==> config.mk <==
export PLATFORM = sky130hd
export DESIGN_NAME = epoch_seconds_to_calendar_flat
export DESIGN_NICKNAME = d
export VERILOG_FILES = /design/src/rtl/core/estc_pkg.sv /design/src/rtl/core/estc_if.sv /design/src/rtl/core/estc_ctrl.sv /design/src/rtl/core/estc_dp.sv /design/src/rtl/core/epoch_seconds_to_calendar.sv /design/src/flat_wrapper.sv
export SDC_FILE = /design/constraint.sdc
export NUM_CORES = 2
export LEC_CHECK = 0
export BUFFER_PORTS_ARGS = -buffer_cell sky130_fd_sc_hd__buf_2
export CORE_MARGIN = 10
export CORE_UTILIZATION = 60
export CTS_CLUSTER_SIZE = 24
export DETAILED_ROUTE_END_ITERATION = 8
export MAX_ROUTING_LAYER = met4
export PLACE_DENSITY = 0.79
export SYNTH_ARGS = -nofsm -noshare
export SYNTH_HDL_FRONTEND = slang
export SYNTH_HIERARCHICAL = 1
export SYNTH_SLANG_ARGS = --single-unit
==> constraint.sdc <==
create_clock -name clk -period 8.07 [get_ports clk]
set_input_delay 0.4035 -clock clk [delete_from_list [all_inputs] [get_ports clk]]
set_output_delay 0.4035 -clock clk [all_outputs]
set_load 0.01 [all_outputs]
==> src/rtl/core/estc_pkg.sv <==
`timescale 1ns / 1ps
`default_nettype none
// ----------------------------------------------------------------------------
// estc_pkg: shared types and constants for the epoch seconds to calendar block
// Commands, controller states, status bundle, register indexes, calendar helpers.
// ----------------------------------------------------------------------------
package estc_pkg;

  // configuration register indexes
  localparam logic [3:0] REG_ZONE_OFFSET  = 4'd0;
  localparam logic [3:0] REG_ALARM_HOUR   = 4'd1;
  localparam logic [3:0] REG_ALARM_MINUTE = 4'd2;
  localparam logic [3:0] REG_ALARM_SECOND = 4'd3;

  localparam logic [16:0] ZONE_OFFSET_RST = 17'd28800;

  localparam logic [11:0] EPOCH_YEAR    = 12'd1970;
  localparam logic [15:0] EPOCH_WEEKDAY = 16'd4;   // 1970-01-01 was a Thursday
  localparam logic [3:0]  LAST_MONTH    = 4'd12;
  // the only century year in 1970..2106 that is not a leap year
  localparam logic [11:0] CENTURY_NONLEAP = 12'd2100;

  localparam logic [16:0] DAY_SECONDS    = 17'd86400;
  localparam logic [11:0] HOUR_SECONDS   = 12'd3600;
  localparam logic [5:0]  MINUTE_SECONDS = 6'd60;
  localparam logic [2:0]  WEEK_DAYS      = 3'd7;

  // reciprocal divide, q = (n * RECIP) >> shift, exact over the dividend range used
  localparam logic [25:0] DAY_RECIP  = 26'd50903317;  // 2^35 / 675, on seconds >> 7
  localparam logic [13:0] HOUR_RECIP = 14'd9321;      // 2^21 / 225, on seconds >> 4
  localparam logic [10:0] MIN_RECIP  = 11'd1093;      // 2^14 / 15, on seconds >> 2
  localparam logic [16:0] WEEK_RECIP = 17'd74899;     // 2^19 / 7

  typedef enum logic [3:0] {
    CMD_NONE,
    CMD_LOAD,
    CMD_DAY_QUO,
    CMD_DAY_REM,
    CMD_HOUR_QUO,
    CMD_HOUR_REM,
    CMD_MIN_QUO,
    CMD_MIN_REM,
    CMD_YEAR,
    CMD_MONTH,
    CMD_OUT
  } cmd_t;

  typedef enum logic [3:0] {
    S_IDLE,
    S_DAY_QUO,
    S_DAY_REM,
    S_HOUR_QUO,
    S_HOUR_REM,
    S_MIN_QUO,
    S_MIN_REM,
    S_YEAR,
    S_MONTH,
    S_DONE
  } state_t;

  typedef struct packed {
    logic year_more;
    logic month_more;
    logic out_free;
  } status_t;

  function automatic logic is_leap(input logic [11:0] y);
    is_leap = (y[1:0] == 2'b00) && (y != CENTURY_NONLEAP);
  endfunction

  function automatic logic [4:0] month_len(input logic [3:0] m, input logic leap);
    logic [4:0] len;
    unique case (m)
      4'd2:                      len = leap ? 5'd29 : 5'd28;
      4'd4, 4'd6, 4'd9, 4'd11:   len = 5'd30;
      default:                   len = 5'd31;
    endcase
    month_len = len;
  endfunction

endpackage
`default_nettype wire

==> src/rtl/core/estc_if.sv <==
`timescale 1ns / 1ps
`default_nettype none
// ----------------------------------------------------------------------------
// estc channel interfaces
// Valid/ready channels for input counter beats, calendar results and config writes.
// ----------------------------------------------------------------------------
interface estc_in_if;
  logic        valid;
  logic        ready;
  logic [31:0] counter_seconds;
  modport source (output valid, output counter_seconds, input ready);
  modport sink (input valid, input counter_seconds, output ready);
endinterface

interface estc_out_if;
  logic        valid;
  logic        ready;
  logic [11:0] year;
  logic [3:0]  month;
  logic [4:0]  day_of_month;
  logic [4:0]  hour;
  logic [5:0]  minute;
  logic [5:0]  second;
  logic [2:0]  weekday;
  logic        alarm_match;
  modport source (output valid, output year, output month, output day_of_month,
                  output hour, output minute, output second, output weekday,
                  output alarm_match, input ready);
  modport sink (input valid, input year, input month, input day_of_month,
                input hour, input minute, input second, input weekday,
                input alarm_match, output ready);
endinterface

interface estc_cfg_if;
  logic        valid;
  logic        ready;
  logic [3:0]  index;
  logic [16:0] data;
  modport source (output valid, output index, output data, input ready);
  modport sink (input valid, input index, input data, output ready);
endinterface
`default_nettype wire

==> src/rtl/core/estc_ctrl.sv <==
`timescale 1ns / 1ps
`default_nettype none
// ----------------------------------------------------------------------------
// estc_ctrl: conversion sequencer
// Walks divide phases, year and month loops, at most one command a cycle.
// ----------------------------------------------------------------------------
module estc_ctrl (
  input  wire logic              clk,
  input  wire logic              rst,
  input  wire logic              in_valid,
  output logic                   in_ready,
  input  wire estc_pkg::status_t status,
  output estc_pkg::cmd_t         cmd
);
  import estc_pkg::*;

  state_t state, state_next;

  always_ff @(posedge clk) begin
    if (rst) begin
      state <= S_IDLE;
    end else begin
      state <= state_next;
    end
  end

  always_comb begin
    state_next = state;
    unique case (state)
      S_IDLE:     if (in_valid) state_next = S_DAY_QUO;
      S_DAY_QUO:  state_next = S_DAY_REM;
      S_DAY_REM:  state_next = S_HOUR_QUO;
      S_HOUR_QUO: state_next = S_HOUR_REM;
      S_HOUR_REM: state_next = S_MIN_QUO;
      S_MIN_QUO:  state_next = S_MIN_REM;
      S_MIN_REM:  state_next = S_YEAR;
      S_YEAR:     if (!status.year_more) state_next = S_MONTH;
      S_MONTH:    if (!status.month_more) state_next = S_DONE;
      S_DONE:     if (status.out_free) state_next = S_IDLE;
      default:    state_next = S_IDLE;
    endcase
  end

  always_comb begin
    cmd      = CMD_NONE;
    in_ready = 1'b0;
    unique case (state)
      S_IDLE: begin
        in_ready = 1'b1;
        if (in_valid) cmd = CMD_LOAD;
      end
      S_DAY_QUO:  cmd = CMD_DAY_QUO;
      S_DAY_REM:  cmd = CMD_DAY_REM;
      S_HOUR_QUO: cmd = CMD_HOUR_QUO;
      S_HOUR_REM: cmd = CMD_HOUR_REM;
      S_MIN_QUO:  cmd = CMD_MIN_QUO;
      S_MIN_REM:  cmd = CMD_MIN_REM;
      S_YEAR:     if (status.year_more) cmd = CMD_YEAR;
      S_MONTH:    if (status.month_more) cmd = CMD_MONTH;
      S_DONE:     if (status.out_free) cmd = CMD_OUT;
      default:    cmd = CMD_NONE;
    endcase
  end

endmodule
`default_nettype wire

==> src/rtl/core/estc_dp.sv <==
`timescale 1ns / 1ps
`default_nettype none
// ----------------------------------------------------------------------------
// estc_dp: conversion datapath
// Config registers, reciprocal dividers, year/month subtract loop, result register.
// ----------------------------------------------------------------------------
module estc_dp (
  input  wire logic              clk,
  input  wire logic              rst,
  input  wire logic [31:0]       counter_seconds,
  input  wire estc_pkg::cmd_t    cmd,
  output estc_pkg::status_t      status,
  estc_cfg_if.sink               cfg,
  estc_out_if.source             out_ch
);
  import estc_pkg::*;

  // configuration
  logic [16:0] zone_offset;
  logic [4:0]  alarm_hour;
  logic [5:0]  alarm_minute;
  logic [5:0]  alarm_second;

  // working registers
  logic [31:0] rem;
  logic [15:0] days;
  logic [12:0] wk_quo;
  logic [4:0]  hour;
  logic [5:0]  minute;
  logic [5:0]  second;
  logic [2:0]  weekday;
  logic [11:0] year;
  logic [3:0]  month;

  // result register
  logic        out_valid;
  logic [11:0] out_year;
  logic [3:0]  out_month;
  logic [4:0]  out_day;
  logic [4:0]  out_hour;
  logic [5:0]  out_minute;
  logic [5:0]  out_second;
  logic [2:0]  out_weekday;
  logic        out_match;

  logic [31:0] local_time;
  logic [50:0] day_prod;
  logic [31:0] day_secs;
  logic [15:0] wk_num;
  logic [31:0] wk_prod;
  logic [15:0] wk_rem;
  logic [25:0] hour_prod;
  logic [31:0] hour_secs;
  logic [19:0] min_prod;
  logic [11:0] sec_full;
  logic        leap;
  logic [8:0]  ylen;
  logic [4:0]  mlen;

  assign local_time = counter_seconds + {{15{zone_offset[16]}}, zone_offset};

  assign day_prod  = 51'(rem[31:7]) * 51'(DAY_RECIP);
  assign day_secs  = 32'(days) * 32'(DAY_SECONDS);
  assign wk_num    = days + EPOCH_WEEKDAY;
  assign wk_prod   = 32'(wk_num) * 32'(WEEK_RECIP);
  assign wk_rem    = wk_num - 16'(wk_quo) * 16'(WEEK_DAYS);
  assign hour_prod = 26'(rem[16:4]) * 26'(HOUR_RECIP);
  assign hour_secs = 32'(hour) * 32'(HOUR_SECONDS);
  assign min_prod  = 20'(rem[11:2]) * 20'(MIN_RECIP);
  assign sec_full  = rem[11:0] - 12'(minute) * 12'(MINUTE_SECONDS);

  assign leap = is_leap(year);
  assign ylen = leap ? 9'd366 : 9'd365;
  assign mlen = month_len(month, leap);

  assign status.year_more  = days >= {7'd0, ylen};
  assign status.month_more = (month < LAST_MONTH) && (days >= {11'd0, mlen});
  assign status.out_free   = !out_valid || out_ch.ready;

  assign cfg.ready = 1'b1;

  always_ff @(posedge clk) begin
    if (rst) begin
      zone_offset  <= ZONE_OFFSET_RST;
      alarm_hour   <= '0;
      alarm_minute <= '0;
      alarm_second <= '0;
    end else if (cfg.valid) begin
      unique case (cfg.index)
        REG_ZONE_OFFSET:  zone_offset  <= cfg.data;
        REG_ALARM_HOUR:   alarm_hour   <= cfg.data[4:0];
        REG_ALARM_MINUTE: alarm_minute <= cfg.data[5:0];
        REG_ALARM_SECOND: alarm_second <= cfg.data[5:0];
        default: ;
      endcase
    end
  end

  always_ff @(posedge clk) begin
    unique case (cmd)
      CMD_LOAD: begin
        rem <= local_time;
      end
      CMD_DAY_QUO: begin
        days <= day_prod[50:35];
      end
      CMD_DAY_REM: begin
        // remainder now holds the second of day
        rem    <= rem - day_secs;
        wk_quo <= wk_prod[31:19];
      end
      CMD_HOUR_QUO: begin
        hour    <= hour_prod[25:21];
        weekday <= wk_rem[2:0];
      end
      CMD_HOUR_REM: begin
        rem <= rem - hour_secs;
      end
      CMD_MIN_QUO: begin
        minute <= min_prod[19:14];
      end
      CMD_MIN_REM: begin
        second <= sec_full[5:0];
        year   <= EPOCH_YEAR;
        month  <= 4'd1;
      end
      CMD_YEAR: begin
        days <= days - {7'd0, ylen};
        year <= year + 12'd1;
      end
      CMD_MONTH: begin
        days  <= days - {11'd0, mlen};
        month <= month + 4'd1;
      end
      CMD_OUT: begin
        out_year    <= year;
        out_month   <= month;
        out_day     <= days[4:0] + 5'd1;
        out_hour    <= hour;
        out_minute  <= minute;
        out_second  <= second;
        out_weekday <= weekday;
        out_match   <= (hour == alarm_hour) && (minute == alarm_minute)
                       && (second == alarm_second);
      end
      default: ;
    endcase
  end

  always_ff @(posedge clk) begin
    if (rst) begin
      out_valid <= 1'b0;
    end else if (cmd == CMD_OUT) begin
      out_valid <= 1'b1;
    end else if (out_ch.ready) begin
      out_valid <= 1'b0;
    end
  end

  assign out_ch.valid        = out_valid;
  assign out_ch.year         = out_year;
  assign out_ch.month        = out_month;
  assign out_ch.day_of_month = out_day;
  assign out_ch.hour         = out_hour;
  assign out_ch.minute       = out_minute;
  assign out_ch.second       = out_second;
  assign out_ch.weekday      = out_weekday;
  assign out_ch.alarm_match  = out_match;

endmodule
`default_nettype wire

==> src/rtl/core/epoch_seconds_to_calendar.sv <==
`timescale 1ns / 1ps
`default_nettype none
// ----------------------------------------------------------------------------
// epoch_seconds_to_calendar
// 32-bit epoch seconds plus zone offset to local Gregorian date, time, weekday, alarm.
// ----------------------------------------------------------------------------
//  channel  dir  fields
//  in_ch    in   counter_seconds[31:0]
//  out_ch   out  year, month, day_of_month, hour, minute, second, weekday, alarm_match
//  cfg      in   index[3:0], data[16:0]  (0 offset, 1 alarm hr, 2 alarm min, 3 alarm sec)
//
// A beat is loaded, then passes the reciprocal multiply and back-subtract phases for
// day, hour, minute and weekday, then one subtract per year past 1970 and per month
// passed before the result is loaded. A new beat is taken the cycle after the
// result is loaded.
// Sync reset clears the sequencer, the result valid and the config registers
// (offset 28800). A stalled result holds the block in its final state; cfg.ready is 1.
module epoch_seconds_to_calendar (
  input  wire logic  clk,
  input  wire logic  rst,
  estc_in_if.sink    in_ch,
  estc_out_if.source out_ch,
  estc_cfg_if.sink   cfg
);
  import estc_pkg::*;

  cmd_t    cmd;
  status_t status;

  estc_ctrl u_ctrl (
    .clk      (clk),
    .rst      (rst),
    .in_valid (in_ch.valid),
    .in_ready (in_ch.ready),
    .status   (status),
    .cmd      (cmd)
  );

  estc_dp u_dp (
    .clk             (clk),
    .rst             (rst),
    .counter_seconds (in_ch.counter_seconds),
    .cmd             (cmd),
    .status          (status),
    .cfg             (cfg),
    .out_ch          (out_ch)
  );

endmodule
`default_nettype wire
==> src/flat_wrapper.sv <==
// flat-port wrapper written by rule: the top's interface ports become plain ports
module epoch_seconds_to_calendar_flat import estc_pkg::*;
  (clk, rst, in_ch_valid, in_ch_counter_seconds, in_ch_ready, out_ch_valid, out_ch_year, out_ch_month, out_ch_day_of_month, out_ch_hour, out_ch_minute, out_ch_second, out_ch_weekday, out_ch_alarm_match, out_ch_ready, cfg_valid, cfg_index, cfg_data, cfg_ready);
  estc_in_if in_ch_i ();
  estc_out_if out_ch_i ();
  estc_cfg_if cfg_i ();
  input  wire logic clk;
  input  wire logic rst;
  input wire logic [$bits(in_ch_i.valid)-1:0] in_ch_valid;
  input wire logic [$bits(in_ch_i.counter_seconds)-1:0] in_ch_counter_seconds;
  output wire logic [$bits(in_ch_i.ready)-1:0] in_ch_ready;
  output wire logic [$bits(out_ch_i.valid)-1:0] out_ch_valid;
  output wire logic [$bits(out_ch_i.year)-1:0] out_ch_year;
  output wire logic [$bits(out_ch_i.month)-1:0] out_ch_month;
  output wire logic [$bits(out_ch_i.day_of_month)-1:0] out_ch_day_of_month;
  output wire logic [$bits(out_ch_i.hour)-1:0] out_ch_hour;
  output wire logic [$bits(out_ch_i.minute)-1:0] out_ch_minute;
  output wire logic [$bits(out_ch_i.second)-1:0] out_ch_second;
  output wire logic [$bits(out_ch_i.weekday)-1:0] out_ch_weekday;
  output wire logic [$bits(out_ch_i.alarm_match)-1:0] out_ch_alarm_match;
  input wire logic [$bits(out_ch_i.ready)-1:0] out_ch_ready;
  input wire logic [$bits(cfg_i.valid)-1:0] cfg_valid;
  input wire logic [$bits(cfg_i.index)-1:0] cfg_index;
  input wire logic [$bits(cfg_i.data)-1:0] cfg_data;
  output wire logic [$bits(cfg_i.ready)-1:0] cfg_ready;
  assign in_ch_i.valid = in_ch_valid;
  assign in_ch_i.counter_seconds = in_ch_counter_seconds;
  assign in_ch_ready = in_ch_i.ready;
  assign out_ch_valid = out_ch_i.valid;
  assign out_ch_year = out_ch_i.year;
  assign out_ch_month = out_ch_i.month;
  assign out_ch_day_of_month = out_ch_i.day_of_month;
  assign out_ch_hour = out_ch_i.hour;
  assign out_ch_minute = out_ch_i.minute;
  assign out_ch_second = out_ch_i.second;
  assign out_ch_weekday = out_ch_i.weekday;
  assign out_ch_alarm_match = out_ch_i.alarm_match;
  assign out_ch_i.ready = out_ch_ready;
  assign cfg_i.valid = cfg_valid;
  assign cfg_i.index = cfg_index;
  assign cfg_i.data = cfg_data;
  assign cfg_ready = cfg_i.ready;
  epoch_seconds_to_calendar u_core (.clk(clk), .rst(rst), .in_ch(in_ch_i), .out_ch(out_ch_i), .cfg(cfg_i));
endmodule
==> results.md <==
- Outcome: complete, no violations
- Drt pass-1 iters: 7
- Post-synth EDFFs: 129
- Yosys warning count: 6
- R2r endpoint: u_core/u_dp/rem[31]$_DFFE_PP_
- Post-Syn Area: between 0.02 and 0.03 mm²
- Mean Syn Cell Area: 9.693 µm²
- I/O pins: 103
- Initial Util: 60.41%
- Post-synthesis compound-gate area fraction: 11.23%
- Total Die Area: 0.05824 mm²
- Vias post-DR: 22.49k
- Root Driver: clkbuf_16
- Grt ovf: 0
- Synth top area cells: ha_1 29%, fa_1 20%, edfxtp_1 13%
- CP Capture Type: flop
- Post-Synth XOR/XNOR Area: 5.811%
- Mapped Cells: 3032
- Post-synth top area cell: ha_1
- Hold EP: u_core/u_dp/zone_offset[13]$_SDFFE_PP1P_
- Fin crit period: 7.351 ns
- Cell row count: 81
- GPL Wtd Cong: 1.015
- Area share of the largest cell type after synthesis: 28.91%
- Reg-to-Reg Start: u_core/u_dp/days[3]$_DFFE_PP_
- Post-DRT Antenna Nets: 0
- Number of max-cap violations: 0
- FF-to-FF setup slack: 0.72 ns
- Port Buffers: 101
- Final worst path period share: 91.09%
- Fin. Hold Viols: 0
- Crit path DAT: 7.57 ns
- Setup repair after global routing missed its margin: false
- CP bufs+invs: 4
- Worst-Skew Late Latency: 0.50 ns
- Setup Buffers After CTS: 0
- Finished Cell Area: 0.03141 mm²
- Finished Layout Cells: 3781
- Worst slack, placed: 0.7852 ns
- First-pass GRT wire length: 127700 µm
- Initial DRC Count: 1601
- Die W: 241.3 µm
- Routed wire per std cell: 21.42 µm
- Slew Viols, Final: 0
- Largest family of logic cells by synthesized area: adder cells
- Via density: 5.947
- GRT Util Overall: around 29%
- Area grow syn2layout: 6.880%
- Nets: 4181
- Mux cell area share after synthesis: 0.9622%
- Die span in y: 241.3 µm
- Cts-stage hold buffer count: 0
- Crit path required time: 8.29 ns
- Crit start category: flop
- Seq cells post-synth: 168
- Final Setup Violations: 0
- Primary FF master, synth: edfxtp_1
- Num CTS Buffers: 17
- Setup TNS: 0 ns
- H-Tree Depth: 4
- DRC viols: 0
- CTS sink count: 168
- Critical Path Max Stage Delay: 0.57 ns
- Antenna violations before repair: 0
- Placed cell area: 0.03080 mm²
- Crit Path Category: reg2reg
- List of most frequent post-synthesis cells: 679 x ha_1, 602 x inv_1, 298 x fa_1
- Placed Cells: 3749
- Core Area: just under 0.05 mm²
- Post-synth cell types: 84
- Vias in the first global route: 23.27k
- Adder-cell share of the synthesized area: approximately half
- Max FO, Critical Path: 10
- Syn_nets: just over 4k
- Total inserted antenna cells: 0
- Clock-pin slew on the worst setup and hold paths: approximately 0.090 ns
- Simple-gate share of the synthesized area: 8.523%
- CP max-delay cell: edfxtp_1
- Fmax: between 100 and 150 MHz
- Final wirelength: about 81000 µm
- Largest net degree at the start of global routing: 44
- Hold Path Depth: 3
- Worst-Margin Slew: 1.218 ns
- Sequential share of the synthesized area: between 15 and 20%
- Hold path start: cfg_data[13]
- Max_slew headroom: 18.58%
- Hold Crit Class: in2reg
- CTS max path bufs: 2
- Slack of the critical path: 0.7187 ns
- Family with the most delay on the worst path: adder cells
- Skew final: 0.01731 ns
- Final HPWL DP: 68690 µm
- Worst Reg2Reg Path Length in Cells: 26
- CTS tree: done
- Resized Gates After CTS: 0
- Share of cells above drive strength 1: 6.553%
- Count leader, synth: ha_1
- FFs w/ async S/R, synth: 0%
routing by layer:
metal | global-route usage [%] | share of wire, % | up-vias
li1 | - | - | 10500
met2 | 47.31 | 48 | 776
met4 | 10.57 | 3.5 | 0
met5 | - | 0 | -
met1 | 37.29 | 43 | 11070
met3 | 3.515 | 6.1 | 136
registers in the layout, indices dropped and copies added, names as in the netlist, 3 cells and up:
name and cells:
u_core/u_dp/alarm_second 6, u_core/u_dp/out_ch.second 6, u_core/u_dp/out_ch.weekday 3, u_core/u_dp/weekday 3
u_core/u_dp/alarm_hour 5, u_core/u_dp/out_ch.year 12, u_core/u_ctrl/state 4, u_core/u_dp/hour 5
u_core/u_dp/out_ch.month 4, u_core/u_dp/days 16, u_core/u_dp/year 12, u_core/u_dp/minute 6
u_core/u_dp/zone_offset 17, u_core/u_dp/out_ch.minute 6, u_core/u_dp/out_ch.hour 5, u_core/u_dp/rem 32
u_core/u_dp/month 4, u_core/u_dp/wk_quo 3, u_core/u_dp/out_ch.day_of_month 5, u_core/u_dp/alarm_minute 6
u_core/u_dp/second 6
how the worst max path moves through the flow:
| stage | startpoint | endpoint | slack, ns | cells after the start |
|---|---|---|---|---|
| floorplan | u_core/u_dp/days[1]$_DFFE_PP_ | u_core/u_dp/rem[31]$_DFFE_PP_ | 1.43 | 26 |
| global placement | u_core/u_dp/days[3]$_DFFE_PP_ | u_core/u_dp/rem[31]$_DFFE_PP_ | 0.89 | 26 |
| detailed placement | u_core/u_dp/days[3]$_DFFE_PP_ | u_core/u_dp/rem[31]$_DFFE_PP_ | 0.79 | 26 |
| CTS | u_core/u_dp/days[3]$_DFFE_PP_ | u_core/u_dp/rem[31]$_DFFE_PP_ | 0.77 | 26 |
| global route | u_core/u_dp/days[3]$_DFFE_PP_ | u_core/u_dp/rem[31]$_DFFE_PP_ | 0.40 | 26 |
| finish | u_core/u_dp/days[3]$_DFFE_PP_ | u_core/u_dp/rem[31]$_DFFE_PP_ | 0.72 | 26 |
layout make-up:
type                    count  area (µm²)
multi-input cells        2213       22280
fillers                  3981       17240
well taps                 622       778.2
inverters                 603        2263
repair buffers            143       820.8
clock buffers              19       464.2
flip-flops and latches    168        4654
clock inverters            13       151.4
worst min-delay path: cells and delay by family:
kind                   cells  cell delay [ns]
AND/OR/NAND/NOR            2             0.11
buffers and inverters      1             0.07
placed cells by master, fill, tap and decap left out, drive strengths merged, types with 9 or more instances in the layout:
cell and count:
buf 143, xor2 74, a22oi 10, a21oi 135, nor4 15, mux2i 26
nand2b 25, nor2b 18, or3 13, nand2 141, a211oi 15, o221ai 15
clkinv 9, clkbuf 19, a31oi 19, dfxtp 39, xnor2 121, o21bai 16
or2 10, ha 679, nor2 125, inv 607, nand3 48, o21ai 96
edfxtp 129, o31ai 9, nor3 37, a21o 73, and3 19, o211ai 14
o21a 10, fa 298, nand4 22, o22ai 19
stage by stage:
step           hold slack, ns  utilization, %
4_1_cts               0.09455           64.57
3_3_place_gp           0.4034           63.31
5_1_grt                0.1221           64.57
6_report               0.1291           64.57
3_5_place_dp           0.4045           63.31
2_1_floorplan          0.4003               -
kinds of logic (layout without fill, tap and decap cells):
group                      count (synthesis)  in the layout
buffers and inverters                    651            778
DFF                                      168            168
xor gates and xnor gates                 195            195
and+or+nand+nor                          512            512
other                                      1              1
AOI/OAI and AO/OA                        500            500
adders and majority gates                977            977
muxes                                     28             28
Power is left out: the tool's default activity adds up to more than one toggle a clock period on the data nets, which glitch-free logic cannot reach.
